## src/rtl/park_drive_interlock_macros.svh

```systemverilog
// Assertion macros for the park/drive interlock.
`ifndef PARK_DRIVE_INTERLOCK_MACROS_SVH
`define PARK_DRIVE_INTERLOCK_MACROS_SVH

`ifndef SYNTH
`define PDI_ASSERT(label, clk, rst, prop, msg) \
  label: assert property (@(posedge clk) disable iff (rst) prop) else $error(msg);
`define PDI_ASSERT_ALWAYS(label, clk, prop, msg) \
  label: assert property (@(posedge clk) prop) else $error(msg);
`else
`define PDI_ASSERT(label, clk, rst, prop, msg)
`define PDI_ASSERT_ALWAYS(label, clk, prop, msg)
`endif

`endif

```

## src/rtl/pdi_pkg.sv

```systemverilog
// Types, constants and register indexes for the park/drive interlock.
package pdi_pkg;

  localparam int TIME_BITS   = 20;
  localparam int SAMPLE_BITS = 12;
  localparam int TICK_BITS   = 8;
  localparam int CFG_IDX_BITS  = 2;
  localparam int CFG_DATA_BITS = TIME_BITS;

  typedef logic [TIME_BITS-1:0]   time_t;
  typedef logic [TIME_BITS:0]     time_sum_t;
  typedef logic [SAMPLE_BITS-1:0] sample_t;

  localparam time_t TIME_MAX = {TIME_BITS{1'b1}};

  localparam logic [CFG_IDX_BITS-1:0] REG_BRAKE_THRESHOLD   = 2'd0;
  localparam logic [CFG_IDX_BITS-1:0] REG_BUZZER_DURATION   = 2'd1;
  localparam logic [CFG_IDX_BITS-1:0] REG_DEBOUNCE_DURATION = 2'd2;

  localparam sample_t RST_BRAKE_THRESHOLD   = sample_t'(200);
  localparam time_t   RST_BUZZER_DURATION   = time_t'(2000);
  localparam time_t   RST_DEBOUNCE_DURATION = time_t'(50);

  typedef struct packed {
    logic                 raw_drive_switch;
    logic                 inverter_ready;
    sample_t              brake_pressure;
    sample_t              accel_position;
    logic [TICK_BITS-1:0] elapsed_ticks;
  } in_t;

  typedef struct packed {
    logic drive_mode;
    logic buzzer_on;
  } out_t;

  typedef struct packed {
    sample_t brake_threshold;
    time_t   buzzer_duration;
    time_t   debounce_duration;
  } cfg_t;

  typedef struct packed {
    logic  in_drive;
    logic  debounced_switch;
    time_t debounce_elapsed;
    time_t buzzer_elapsed;
  } state_t;

endpackage

```

## src/rtl/park_drive_interlock.sv

```systemverilog
// Park/drive interlock top level: request register, state update, result register.
// An accepted request waits in the request register until the state update moves its result into the result register.
// Throughput: one request per cycle while results are taken; the combinational state update loop sets this.
// A new request is taken while a finished result waits, until both registers are full.
// Reset (rst, synchronous, high): park, timers cleared, config registers at defaults.
`include "park_drive_interlock_macros.svh"

module park_drive_interlock (
  input  logic                                clk,
  input  logic                                rst,
  input  logic                                in_valid,
  output logic                                in_ready,
  input  pdi_pkg::in_t                        in_data,
  output logic                                out_valid,
  input  logic                                out_ready,
  output pdi_pkg::out_t                       out_data,
  input  logic                                cfg_valid,
  output logic                                cfg_ready,
  input  logic [pdi_pkg::CFG_IDX_BITS-1:0]    cfg_index,
  input  logic [pdi_pkg::CFG_DATA_BITS-1:0]   cfg_data
);

  pdi_pkg::cfg_t   cfg;
  pdi_pkg::state_t st;
  pdi_pkg::state_t st_next;
  pdi_pkg::in_t    req_q;
  pdi_pkg::out_t   rsp_next;
  logic            req_valid;
  logic            advance;

  assign cfg_ready = 1'b1;
  assign advance   = req_valid && (!out_valid || out_ready);
  assign in_ready  = !req_valid || advance;

  always_ff @(posedge clk) begin
    if (rst) begin
      cfg.brake_threshold   <= pdi_pkg::RST_BRAKE_THRESHOLD;
      cfg.buzzer_duration   <= pdi_pkg::RST_BUZZER_DURATION;
      cfg.debounce_duration <= pdi_pkg::RST_DEBOUNCE_DURATION;
    end else if (cfg_valid) begin
      case (cfg_index)
        pdi_pkg::REG_BRAKE_THRESHOLD:
          cfg.brake_threshold <= cfg_data[pdi_pkg::SAMPLE_BITS-1:0];
        pdi_pkg::REG_BUZZER_DURATION:
          cfg.buzzer_duration <= cfg_data[pdi_pkg::TIME_BITS-1:0];
        pdi_pkg::REG_DEBOUNCE_DURATION:
          cfg.debounce_duration <= cfg_data[pdi_pkg::TIME_BITS-1:0];
        default: ;
      endcase
    end
  end

  pdi_step u_step (
    .st      (st),
    .req     (req_q),
    .cfg     (cfg),
    .st_next (st_next),
    .rsp     (rsp_next)
  );

  always_ff @(posedge clk) begin
    if (rst) begin
      req_valid <= 1'b0;
      out_valid <= 1'b0;
      st        <= '0;
    end else begin
      if (in_valid && in_ready) begin
        req_valid <= 1'b1;
      end else if (advance) begin
        req_valid <= 1'b0;
      end
      if (advance) begin
        out_valid <= 1'b1;
        st        <= st_next;
      end else if (out_ready) begin
        out_valid <= 1'b0;
      end
    end
  end

  always_ff @(posedge clk) begin
    if (in_valid && in_ready) begin
      req_q <= in_data;
    end
    if (advance) begin
      out_data <= rsp_next;
    end
  end

  `PDI_ASSERT(a_buzzer_in_drive, clk, rst, out_valid |-> (!out_data.buzzer_on || out_data.drive_mode), "buzzer on while parked")
  `PDI_ASSERT(a_mode_matches_state, clk, rst, out_valid |-> (out_data.drive_mode == st.in_drive), "result mode differs from state")
  `PDI_ASSERT(a_enter_clears_timer, clk, rst, $rose(st.in_drive) |-> (st.buzzer_elapsed == '0), "buzzer timer not cleared on entering drive")
  `PDI_ASSERT(a_ready_when_empty, clk, rst, !req_valid |-> in_ready, "request register empty but not ready")

endmodule

```

## src/rtl/pdi_step.sv

```systemverilog
// One request's state update and result: debounce, interlock and buzzer timer.
module pdi_step (
  input  pdi_pkg::state_t st,
  input  pdi_pkg::in_t    req,
  input  pdi_pkg::cfg_t   cfg,
  output pdi_pkg::state_t st_next,
  output pdi_pkg::out_t   rsp
);

  pdi_pkg::time_sum_t deb_sum;
  pdi_pkg::time_sum_t buz_sum;
  pdi_pkg::time_t     deb_acc;
  pdi_pkg::time_t     buz_acc;
  logic               rising;
  logic               can_enter;

  assign deb_sum = pdi_pkg::time_sum_t'(st.debounce_elapsed)
                 + pdi_pkg::time_sum_t'(req.elapsed_ticks);
  assign buz_sum = pdi_pkg::time_sum_t'(st.buzzer_elapsed)
                 + pdi_pkg::time_sum_t'(req.elapsed_ticks);
  // saturate: carry out means past the top
  assign deb_acc = deb_sum[pdi_pkg::TIME_BITS] ? pdi_pkg::TIME_MAX
                                               : deb_sum[pdi_pkg::TIME_BITS-1:0];
  assign buz_acc = buz_sum[pdi_pkg::TIME_BITS] ? pdi_pkg::TIME_MAX
                                               : buz_sum[pdi_pkg::TIME_BITS-1:0];

  assign can_enter = req.inverter_ready
                   && (req.brake_pressure > cfg.brake_threshold)
                   && (req.accel_position == '0);

  always_comb begin
    st_next = st;
    if (req.raw_drive_switch == st.debounced_switch) begin
      st_next.debounce_elapsed = '0;
    end else if (deb_acc >= cfg.debounce_duration) begin
      st_next.debounced_switch = req.raw_drive_switch;
      st_next.debounce_elapsed = '0;
    end else begin
      st_next.debounce_elapsed = deb_acc;
    end

    rising = st_next.debounced_switch && !st.debounced_switch;

    if (st.in_drive) begin
      st_next.buzzer_elapsed = buz_acc;
      if (!st_next.debounced_switch || !req.inverter_ready) begin
        st_next.in_drive = 1'b0;
      end
    end else if (rising && can_enter) begin
      st_next.in_drive       = 1'b1;
      st_next.buzzer_elapsed = '0;
    end

    rsp.drive_mode = st_next.in_drive;
    rsp.buzzer_on  = st_next.in_drive && (st_next.buzzer_elapsed < cfg.buzzer_duration);
  end

endmodule
```

## config.mk

```make
export PLATFORM = sky130hd
export DESIGN_NAME = park_drive_interlock
export DESIGN_NICKNAME = d
export VERILOG_FILES = /design/src/rtl/pdi_pkg.sv /design/src/rtl/park_drive_interlock.sv /design/src/rtl/pdi_step.sv
export VERILOG_INCLUDE_DIRS = /design/src /design/src/rtl
export SDC_FILE = /design/constraint.sdc
export NUM_CORES = 1
export LEC_CHECK = 0
export BUFFER_PORTS_ARGS = -buffer_cell sky130_fd_sc_hd__clkbuf_2
export CAP_MARGIN = 40
export CORE_ASPECT_RATIO = 0.6
export CORE_MARGIN = 1.5
export CORE_UTILIZATION = 65
export DETAILED_ROUTE_END_ITERATION = 10
export GPL_ROUTABILITY_DRIVEN = 0
export GPL_TIMING_DRIVEN = 0
export PLACE_DENSITY = 0.86
export SLEW_MARGIN = 20
export SYNTH_ARGS = -nofsm -noshare
export SYNTH_HDL_FRONTEND = slang
export SYNTH_SLANG_ARGS = --single-unit
```

## constraint.sdc

```tcl
create_clock -name clk -period 17.34 [get_ports clk]
set_clock_uncertainty 0.1 [all_clocks]
set_input_delay 0.867 -clock clk [delete_from_list [all_inputs] [get_ports clk]]
set_output_delay 0.867 -clock clk [all_outputs]
set_load 0.03 [all_outputs]
```

### After elaboration in Yosys (flattened, before gate mapping)

Index checks and enable logic that the tools add are counted.

| storage, ports and cells | value |
|---|---|
| flip-flop bits (word level) | 132 |
| word-level logic and storage cells | 61 |
| input bits | 61 |
| output and inout bits | 5 |

| operators by class | value |
|---|---|
| add/subtract/negate cells | 2 |
| $lt $le $gt $ge | 3 |
| muxes and demuxes | 15 |
| reductions and logical operators | 22 |
| eq/ne operators | 3 |

Operators with widths:

| kind | count |
|---|---|
| $mux 20 | 6 |
| $add 20x8->21 | 2 |
| $ge 20x20->1 | 1 |
| $lt 20x20->1 | 1 |
| $gt 12x12->1 | 1 |
| $logic_not 12->1 | 1 |
| $mux 1 | 9 |
| $logic_and 1x1->1 | 7 |
| $reduce_and 2->1 | 3 |
| $logic_not 1->1 | 5 |
| $reduce_bool 2->1 | 2 |
| $logic_or 1x1->1 | 3 |
| $eq 2x1->1 const B | 1 |
| $eq 2x2->1 const B | 1 |
| $logic_not 2->1 | 1 |
| $eq 1x1->1 | 1 |

### Logic depth before layout (Yosys ltp)

Gate-level depths: netlist (run 1).

| depth | value |
|---|---|
| depth after elaboration | 11 |
| depth in mapped cells | 25 |
| mapped depth without buffers | 25 |

### Hierarchy

A second synthesis (run 1) with hierarchy kept.

| second synthesis, totals | value |
|---|---|
| cells, all modules | 904 |
| area total of the unflattened synthesis | 7911.3 µm² |

By module, submodules not included:

| module | area an instance (µm²) | cells an instance | seq. area each (µm²) | times used |
|---|---|---|---|---|
| park_drive_interlock | 4939.7 | 457 | 3002.9 | 1 |
| pdi_step | 2971.6 | 447 | 0.0 | 1 |

### Least setup slack after synthesis (run 1)

OpenSTA, ideal clock, no wires.

| timing | value |
|---|---|
| kind | flip-flop to flip-flop |
| start point | register req_q[0] in the netlist's numbering |
| end point | register out_data[0] in the netlist's numbering, data pin |
| stages on the path, launching flop included | 24 |
| setup time | 157 ps |
| buffers on the path | 2 |
| arrival time | 5477 ps |
| required time | 17083 ps |
| path slack | 11606 ps |
| period minus slack after synthesis | 5734 ps |
| path through | edfxtp_1 -> ha_1 -> fa_1 -> a21o_1 -> a221o_1 -> o2111a_1 -> nand2_1 -> clkbuf_1 -> nand2_1 -> ha_1 -> nand4_1 -> or3_1 -> or4_4 -> a31o_4 -> a21oi_4 -> buf_4 -> nor3_1 -> ha_1 -> a21oi_1 -> o21ai_0 -> a21o_1 -> a2111oi_0 -> a21oi_1 -> nor3_1 |

RTL lines:

| item | RTL line | source |
|---|---|---|
| from (decl) | park_drive_interlock.sv:26 | `pdi_pkg::in_t req_q;` |
| from (signal assigned) | park_drive_interlock.sv:83 | `req_q <= in_data;` |
| to (signal assigned) | park_drive_interlock.sv:86 | `out_data <= rsp_next;` |
| to (decl) | park_drive_interlock.sv:16 | `output pdi_pkg::out_t out_data,` |

==> results of run 1 <==
critical path: stages, from the launching register on:
cell and delay [ns]:
edfxtp_1 0.43, ha_1 0.25, fa_1 0.42, a21o_1 0.23, a221o_1 0.34, o2111a_1 0.34, nand2_1 0.13, clkbuf_1 0.39
nand2_1 0.20, ha_1 0.36, nand4_1 0.13, or3_1 0.42, or4_4 0.57, a31o_4 0.28, a21oi_4 0.15, buf_4 0.21
nor3_1 0.09, ha_1 0.34, a21oi_1 0.15, o21ai_0 0.10, a21o_1 0.20, a2111oi_0 0.59, a21oi_1 0.13, nor3_1 0.25
how the worst max path moves through the flow:
stage                        start          end
after floorplan           req_q[0]  out_data[0]
after global placement    req_q[0]  out_data[0]
after detailed placement  req_q[0]  out_data[0]
after CTS                 req_q[0]  out_data[0]
after global routing      req_q[0]  out_data[0]
final                     req_q[0]  out_data[0]
final cells by class:
class	instances	area, um2	share of cell area [%]
Multi-Input combinational cell	665	4200	48.3
Sequential cell	132	3000	34.6
Clock buffer	19	443	5.10
Timing Repair Buffer	65	340	3.92
Inverter	67	251	2.89
Tap cell	160	200	2.30
Buffer	39	156	1.80
Clock inverter	13	98.8	1.14
registers in the layout, summed over array words and instances (netlist names):
signal     flops
cfg           52
out_data       2
out_valid      1
req_q         34
req_valid      1
st            42
routing by layer:
layer / share of wire (%) / GRT usage (%)
met1: 44 / 50.2
met2: 41 / 51.4
met3: 13 / 11.2
met4: 2.1 / 10.5
met5: 0 / 0
stage by stage:
step	instances	power (mW)
after global routing	1160	0.766
after floorplan	903	0.386
after detailed placement	1128	0.413
final	1160	0.748
after global placement	1127	0.410
after CTS	1160	0.744
power by group through the flow:
| stage | registers, mW | logic, mW | clock network, mW |
|---|---|---|---|
| final | 0.334 | 0.0755 | 0.338 |
| after detailed placement | 0.340 | 0.0723 | 0 |
| after floorplan | 0.339 | 0.0469 | 0 |
| after CTS | 0.334 | 0.0736 | 0.337 |
| after global routing | 0.335 | 0.0826 | 0.348 |
| after global placement | 0.340 | 0.0693 | 0 |
logic make-up (layout without fill, tap and decap cells):
| logic type | after synthesis | count (layout) | share of synthesized area [%] |
|---|---|---|---|
| buffers and inverters | 106 | 203 | 5.36 |
| DFF | 132 | 132 | 39.5 |
| AOI/OAI and AO/OA | 230 | 230 | 19.6 |
| adders and majority gates | 69 | 69 | 11.5 |
| xor gates and xnor gates | 22 | 22 | 2.53 |
| and+or+nand+nor | 338 | 338 | 20.7 |
| other | 1 | 1 | 0.0493 |
| muxes | 5 | 5 | 0.658 |
cell usage in the layout (no fill, tap or decap), drive strengths merged, types with 13 or more instances in the layout:
cell / n
nor3: 20
o21ai: 35
nand3: 31
o211ai: 16
nor2: 61
a21oi: 84
nand4: 14
clkbuf: 115
inv: 73
ha: 67
dfxtp: 96
nand2: 149
xnor2: 13
edfxtp: 36
==> flow_metrics.tcl, run 1 <==
set metrics [dict create \
    seq_area_frac_synth_pct 39.5 \
    postCtsHoldBufs 0 \
    fp.dieH_um 86.8 \
    cts.sinks 132 \
    grt_max_degree 32 \
    clk_latency_ns 0.43 \
    seqPwrFrac_pct 44.7 \
    rrSetupSlack_ns 10.36 \
    p_switching_uw 203 \
    finalCritPeriodShare_pct 40.3 \
    io_pins 66 \
    rsz0062_at_grt "no" \
    core_area_mm2 0.0113 \
    timing.hold.ws_ns 0.356 \
    synth_top_flop_cell "dfxtp_1" \
    internal_power_uw 545 \
    hold_viol_final 0 \
    via_per_inst 6.30 \
    syn-num-nets 1033 \
    synth_top_area_cell "dfxtp_1" \
    synthMostInstantiatedCell "nand2_1" \
    hpwl_um 15600 \
    relSlewSlack_pct 46.4 \
    ys_top_cells_by_count "nand2_1 (149), dfxtp_1 (96), a21oi_1 (83), ha_1 (67), inv_1 (66)" \
    path_class "reg2reg" \
    yosys_warnings 0 \
    postLayoutCellArea_mm2 0.00869 \
    fmax_ghz 0.143 \
    combPwrFrac_pct 10.1 \
    setup_viol 0 \
    worst_pin_slew_ns 0.801 \
    avgSynthCellArea_um2 8.42 \
    grtUsageTotal_pct 35.3 \
    cts_tree "yes" \
    syn_to_final_growth_pct 14.2 \
    endpoint_kind "register" \
    async_flop_share_pct 0 \
    grt_overflow_total 0 \
    setup_slack_ns 10.36 \
    grt_pass1_vias 6471 \
    p_leak_nw 3.57 \
    start_util_pct 67.1 \
    ir_worst_vdd_uv 72.5 \
    cts-buffers-inserted 17 \
    die-area_mm2 0.0124 \
    diodes 0 \
    synth.area.top_cells "dfxtp_1 (25%), edfxtp_1 (14%), ha_1 (11%), nand2_1 (7.4%), a21oi_1 (5.5%)" \
    layout-drive-gt1-share_pct 11.3 \
    drc_errors 0 \
    grt_pass1_wl_um 33100 \
    root_buffer "clkbuf_16" \
    pre_cts_slack_ns 10.62 \
    hold_depth 2 \
    synth_top_area_share_pct 25.3 \
    dieWidth_um 143 \
    netSwitchingFraction_pct 27.2 \
    slew_viol_final 0 \
    hold_path.class "reg2reg" \
    clkPwrFrac_pct 45.2 \
    start_kind "register" \
    tns_ns 0 \
    num_vias 7308 \
    rows 30 \
    synth_cells 903 \
    worstHoldEndpoint "cfg[15]" \
    path_max_fanout 10 \
    ys_ff_latch 132 \
    post-cts-setup-buffer-count 0 \
    fillers 821 \
    fin_util_pct 76.6 \
    drtAntennaViolNets 0 \
    worstPathArrival_ns 7.13 \
    reg2reg_to "out_data[0]" \
    powerDensity_mw_per_mm2 86.0 \
    routed_wl_um 21100 \
    final_nets 1117 \
    postPlaceCellArea_mm2 0.00815 \
    drtPass1Iterations 7 \
    clockBufferDepth 2 \
    antenna_found_initial 0 \
    syn-cell-area_mm2 0.00760 \
    worstRegToRegCells 23 \
    fin_crit_ns 6.98 \
    initialDrtViolationCount 960 \
    synth_edf_count 36 \
    port-buffer-count 64 \
    cap_violations 0 \
    cp.required_ns 17.49 \
    cts.clk_slew.worst_paths_ns 0.06 \
    cts_resized 0 \
    synth_cell_types 68 \
    wl_per_cell_um 18.2 \
    htreeDepth 4 \
    r2r-start "req_q[0]" \
    min_from "cfg[15]" \
    status "completed" \
]
No activity file was read; power rests on OpenSTA's default activity.
==> run 2, diff against run 1 <==
Settings changed: ABC_AREA set to 1, CORE_UTILIZATION 65 to 54, PLACE_DENSITY 0.86 to 0.76.
Clock period 17.34 ns to 5.85 ns, I/O delays scaled along.
==> flow_metrics.tcl, run 2 <==
set metrics [dict create \
    crit_slowest_cell "fa_1" \
    grtUsageTotal_pct 28.8 \
    r2r-start "req_q[0]" \
    grt_max_degree 35 \
    synth_top_flop_cell "dfxtp_1" \
    rows 33 \
    clockBufferDepth 2 \
    cts-buffers-inserted 17 \
    hpwl_um 15100 \
    reg_top3 "cfg x52, st x42, req_q x34" \
    clk_latency_ns 0.42 \
    min_from "rst" \
    htreeDepth 4 \
    dieWidth_um 155 \
    diodes 0 \
    ys_ff_latch 132 \
    yosys_warnings 0 \
    port-buffer-count 63 \
    path_common_cell "nand2_1" \
    syn-num-nets 1086 \
    grt_overflow_total 0 \
    fmax_ghz 0.185 \
    fin_crit_ns 5.40 \
    combPwrFrac_pct 15.2 \
    layout-drive-gt1-share_pct 13.4 \
    cp.required_ns 5.99 \
    fillers 1126 \
    fp.dieH_um 94.4 \
    antenna_found_initial 0 \
    final_nets 1203 \
    final_cell_mix "nand2_1 (197), inv_1 (144), a21oi_1 (112)" \
    final_cells 1261 \
    synthMostInstantiatedCell "nand2_1" \
    start_util_pct 55.2 \
    path_max_fanout 9 \
    initialDrtViolationCount 725 \
    routed_wl_um 20100 \
    path_class "reg2reg" \
    status "completed" \
    cts.sinks 132 \
    syn_to_final_growth_pct 19.7 \
    num_vias 6892 \
    largest_register_ffs 52 \
    slew_viol_final 0 \
    seq_area_frac_synth_pct 39.9 \
    cts_tree "yes" \
    synth_cell_types 55 \
    internal_power_mw 1.81 \
    post-cts-setup-buffer-count 0 \
    wl_per_cell_um 15.9 \
    endpoint_kind "register" \
    drtAntennaViolNets 0 \
    start_kind "register" \
    seq_area_mm2 0.00300 \
    hold_viol_final 0 \
    final_common_cell "nand2_1" \
    avgSynthCellArea_um2 7.86 \
    relSlewSlack_pct 48.4 \
    synth_cells 956 \
    synth_top_area_cell "dfxtp_1" \
    worst_pin_slew_ns 0.774 \
    syn-cell-area_mm2 0.00752 \
    grt_pass1_wl_um 32400 \
    timing.hold.ws_ns 0.0248 \
    core_area_mm2 0.0136 \
    p_leak_nw 4.20 \
    synth_top_area_share_pct 25.6 \
    tns_ns 0 \
    top_register "cfg" \
    powerDensity_mw_per_mm2 278 \
    seqPwrFrac_pct 40.6 \
    async_flop_share_pct 0 \
    drtPass1Iterations 5 \
    worstPathArrival_ns 5.54 \
    grt_pass1_vias 6340 \
    ir_worst_vdd_uv 213 \
    dp_cells 1195 \
    root_buffer "clkbuf_16" \
    cts_resized 0 \
    clkPwrFrac_pct 44.2 \
    via_per_inst 5.47 \
    multi_input_area_mm2 0.00380 \
    die-area_mm2 0.0147 \
    cap_violations 0 \
    cts.clk_slew.worst_paths_ns 0.07 \
    ys_top_cells_by_count "nand2_1 (197), inv_1 (145), a21oi_1 (112), dfxtp_1 (96), o21ai_0 (71)" \
    io_pins 66 \
    postCtsHoldBufs 34 \
    hold_path.class "in2reg" \
    synth_edf_count 36 \
    rsz0062_at_grt "no" \
    setup_viol 0 \
    p_switching_uw 696 \
    netSwitchingFraction_pct 27.8 \
    drc_errors 0 \
    finalCritPeriodShare_pct 92.4 \
    synth.area.top_cells "dfxtp_1 (26%), edfxtp_1 (14%), ha_1 (11%), nand2_1 (9.8%), a21oi_1 (7.5%)" \
    cp-startpoint "req_q[0]" \
    crit_path_max_incr_delay_ns 0.42 \
]
## run 2: cell types whose count changed after synthesis, moves of 9 or more
cell      change
a21oi_1      +29
a22oi_1       -9
clkbuf_1     -11
inv_1        +79
nand3_1      +10
o21ai_0      +36
nand2_1      +48
nor3_1       -12
a21o_1        -9
and3_1       -11
nor2_1       -28
## run 2: kinds of logic (layout without fill, tap and decap cells)
| group | Yosys count | after routing | share of synthesized area, % |
|---|---|---|---|
| compound gates | 227 | 227 | 17.0 |
| xor+xnor | 19 | 19 | 2.21 |
| fa+ha+maj | 69 | 69 | 11.7 |
| buf+inv | 184 | 314 | 9.52 |
| flops | 132 | 132 | 39.9 |
| other cells | 1 | 1 | 0.0499 |
| simple gates | 324 | 324 | 19.6 |
## run 2: routing by layer
metal	wire, um	part of all wire [%]	GRT usage, %	vias up
met2	8480	42	43.8	281
met1	9710	48	42.2	3163
li1	-	-	-	3420
met4	271	1.3	7.62	0
met5	0	0	0	-
met3	1630	8.1	5.23	28
## run 2: final cells by class
cell class	instances	share of cell area, %
repair buffers	98	7.34
clock buffers	18	4.77
clock inverters	14	1.95
well taps	175	2.43
inverters	154	6.45
multi-input cells	640	42.2
flip-flops and latches	132	33.4
plain buffers	30	1.50
## run 2: power groups by stage
stage,Clock [mW],Combinational [mW],Sequential (mW)
finish,1.11,0.380,1.02
global route,1.16,0.426,1.02
CTS,1.11,0.373,1.02
detailed placement,0,0.352,1.04
global placement,0,0.338,1.03
floorplan,0,0.248,1.03
## run 2: final timing paths
kind / to / slack, ns / cells after the start
max: out_data[0] / 0.45 / 32
min reg2reg: cfg[37] / 0.36 / 2
min: req_valid / 0.02 / 2
max reg2reg: out_data[0] / 0.45 / 32
## run 2: worst max-delay path, delay by kind of cell, from the launching register on
family                   cells  cell delay [ns]
buffers and inverters        3             0.26
AND/OR/NAND/NOR             15             1.71
adder cells (fa/ha/maj)      4             1.25
AO/OA/AOI/OAI               10             1.49
flip-flops                   1             0.41
## run 2: through the flow
step / setup WS, ns / cell area, um2 / util (%) / total power [mW]
after floorplan: 1.35 / 7520 / - / 1.28
after detailed placement: 0.546 / 8060 / 59.1 / 1.39
final: 0.446 / 9000 / 66.1 / 2.51
after CTS: 0.504 / 9000 / 66.1 / 2.50
after global placement: 0.600 / 8050 / 59.1 / 1.37
after global routing: 0.121 / 9000 / 66.1 / 2.61
==> run 3, diff against run 2 <==
--- a/config.mk
+++ b/config.mk
@@ -12,9 +12,9 @@
 export CORE_ASPECT_RATIO = 0.6
 export CORE_MARGIN = 1.5
-export CORE_UTILIZATION = 54
+export CORE_UTILIZATION = 25
 export DETAILED_ROUTE_END_ITERATION = 10
 export GPL_ROUTABILITY_DRIVEN = 0
 export GPL_TIMING_DRIVEN = 0
-export PLACE_DENSITY = 0.76
+export REMOVE_ABC_BUFFERS = 1
 export SLEW_MARGIN = 20
 export SYNTH_ARGS = -nofsm -noshare
==> constraint.sdc (replaced) <==
create_clock -name clk -period 5.85 [get_ports clk]
set_clock_uncertainty 0.1 [all_clocks]
set_input_delay 0 -clock clk [delete_from_list [all_inputs] [get_ports clk]]
set_output_delay 0 -clock clk [all_outputs]
set_load 0.03 [all_outputs]
==> flow_metrics.tcl, run 3 (synthesis gave the netlist of run 2 again) <==
set metrics [dict create \
    root_buffer "clkbuf_16" \
    cts_tree "yes" \
    reg_top3 "cfg x52, st x42, req_q x34" \
    grt_pass1_wl_um 33900 \
    relSlewSlack_pct 44.6 \
    final_cell_mix "nand2_1 (196), inv_1 (143), a21oi_1 (112)" \
    internal_power_mw 1.79 \
    postPlaceCellArea_mm2 0.00832 \
    routed_wl_um 21500 \
    cts.clk_slew.worst_paths_ns 0.06 \
    crit_path_max_incr_delay_ns 0.44 \
    rows 48 \
    p_switching_uw 705 \
    hold_viol_final 0 \
    ir_worst_vdd_uv 210 \
    postLayoutCellArea_mm2 0.00965 \
    grt_max_degree 49 \
    netSwitchingFraction_pct 28.2 \
    wl_per_cell_um 14.4 \
    slew_viol_final 0 \
    fin_crit_ns 5.55 \
    fin_util_pct 33.1 \
    io_pins 66 \
    cp.required_ns 5.93 \
    tns_ns 0 \
    r2r-start "req_q[0]" \
    port-buffer-count 64 \
    diodes 0 \
    powerDensity_mw_per_mm2 259 \
    clk_latency_ns 0.43 \
    drc_errors 0 \
    crit_slowest_cell "edfxtp_1" \
    endpoint "out_data[0]" \
    hpwl_um 15600 \
    final_common_cell "nand2_1" \
    core_area_mm2 0.0291 \
    clockBufferDepth 2 \
    hold_path.class "in2reg" \
    cap_violations 0 \
    worstRegToRegCells 31 \
    grtUsageTotal_pct 14.4 \
    cts-buffers-inserted 17 \
    path_common_cell "nand2_1" \
    grt_pass1_vias 6297 \
    drtPass1Iterations 5 \
    start_kind "register" \
    initialDrtViolationCount 510 \
    power_mw 2.50 \
    top_register "cfg" \
    final_nets 1213 \
    num_vias 6717 \
    grt_overflow_total 0 \
    worst_pin_slew_ns 0.830 \
    dieWidth_um 227 \
    antenna_found_initial 0 \
    status "completed" \
    syn_to_final_growth_pct 28.3 \
    die-area_mm2 0.0312 \
    cp-startpoint "req_q[0]" \
    finalCritPeriodShare_pct 94.8 \
    seqPwrFrac_pct 40.8 \
    path_max_fanout 6 \
    p_leak_nw 4.33 \
    cts.sinks 132 \
    layout-drive-gt1-share_pct 14.0 \
    clkPwrFrac_pct 42.7 \
    setup_viol 0 \
    path_class "reg2reg" \
    start_util_pct 25.8 \
    largest_register_ffs 52 \
    combPwrFrac_pct 16.4 \
    fillers 3044 \
    rsz0062_at_grt "no" \
    reg2reg_to "out_data[0]" \
    worstPathArrival_ns 5.63 \
    fp.dieH_um 137 \
    fmax_ghz 0.180 \
    htreeDepth 4 \
    via_per_inst 4.49 \
    drtAntennaViolNets 0 \
    rrSetupSlack_ns 0.30 \
    endpoint_kind "register" \
]
## run 3: cell count changes in the layout (fill, tap and decap cells not counted), moves of 4 or more
| cell | delta |
|---|---|
| dlygate4sd3_1 | +31 |
| clkbuf_1 | -19 |
| inv_6 | -5 |
| buf_2 | -4 |
## run 3: how the worst min path moves through the flow
stage	start	to	slack [ns]	depth (start not counted)
floorplan	rst	st[38]	-0.04	1
global placement	in_data[10]	req_q[10]	0.08	1
detailed placement	in_data[20]	req_q[20]	0.08	1
CTS	rst	st[38]	0.03	2
global route	rst	st[38]	0.06	2
finish	rst	st[38]	0.07	2
## run 3: power groups by stage
| stage | logic (mW) | registers [mW] | clock network (mW) |
|---|---|---|---|
| after floorplan | 0.237 | 1.03 | 0 |
| after global placement | 0.339 | 1.04 | 0 |
| after detailed placement | 0.359 | 1.04 | 0 |
| after global routing | 0.463 | 1.02 | 1.13 |
| final | 0.411 | 1.02 | 1.07 |
| after CTS | 0.400 | 1.02 | 1.08 |
## run 3: layout make-up
class                           count  area (um2)  area share, %
Tap cell                          400         500           5.19
Multi-Input combinational cell    640        3870           40.1
Clock buffer                       24         503           5.21
Sequential cell                   132        3000           31.1
Clock inverter                      8        72.6          0.752
Inverter                          154         581           6.02
Timing Repair Buffer              138        1120           11.6
## run 3: timing repair
action | 4_1_cts | 5_1_grt
pin swaps | 1 | 1
endpoints found under the hold margin | 96 | 0
setup endpoints to repair | 1 | 1
setup buffers | 1 | 2
hold buffers | 65 | 0
resized for setup | 3 | 6
gates cloned | 0 | 0
## run 3: worst max-delay path: cells and delay by family (launching register included)
family          cells  cell delay, ns
simple gates       16            1.95
buf+inv             4            0.45
compound gates      7            1.04
fa+ha+maj           4            1.28
flops               1            0.44
## run 3: routing by layer
metal | vias up | GRT usage (%) | wire, um | share of wire, %
li1 | 3436 | - | - | -
met1 | 3074 | 21.8 | 11700 | 54
met2 | 190 | 19.7 | 8220 | 38
met3 | 17 | 3.97 | 1440 | 6.7
met4 | 0 | 3.63 | 185 | 0.86
met5 | - | 0 | 0 | 0
## run 3: through the flow
stage,worst slack (ns),instances,hold slack [ns]
after floorplan,1.38,926,-0.0376
after global placement,-0.0978,1390,0.0768
after detailed placement,-0.167,1395,0.0786
after CTS,0.0804,1493,0.0296
after global routing,0.00754,1496,0.0623
final,0.302,1496,0.0657
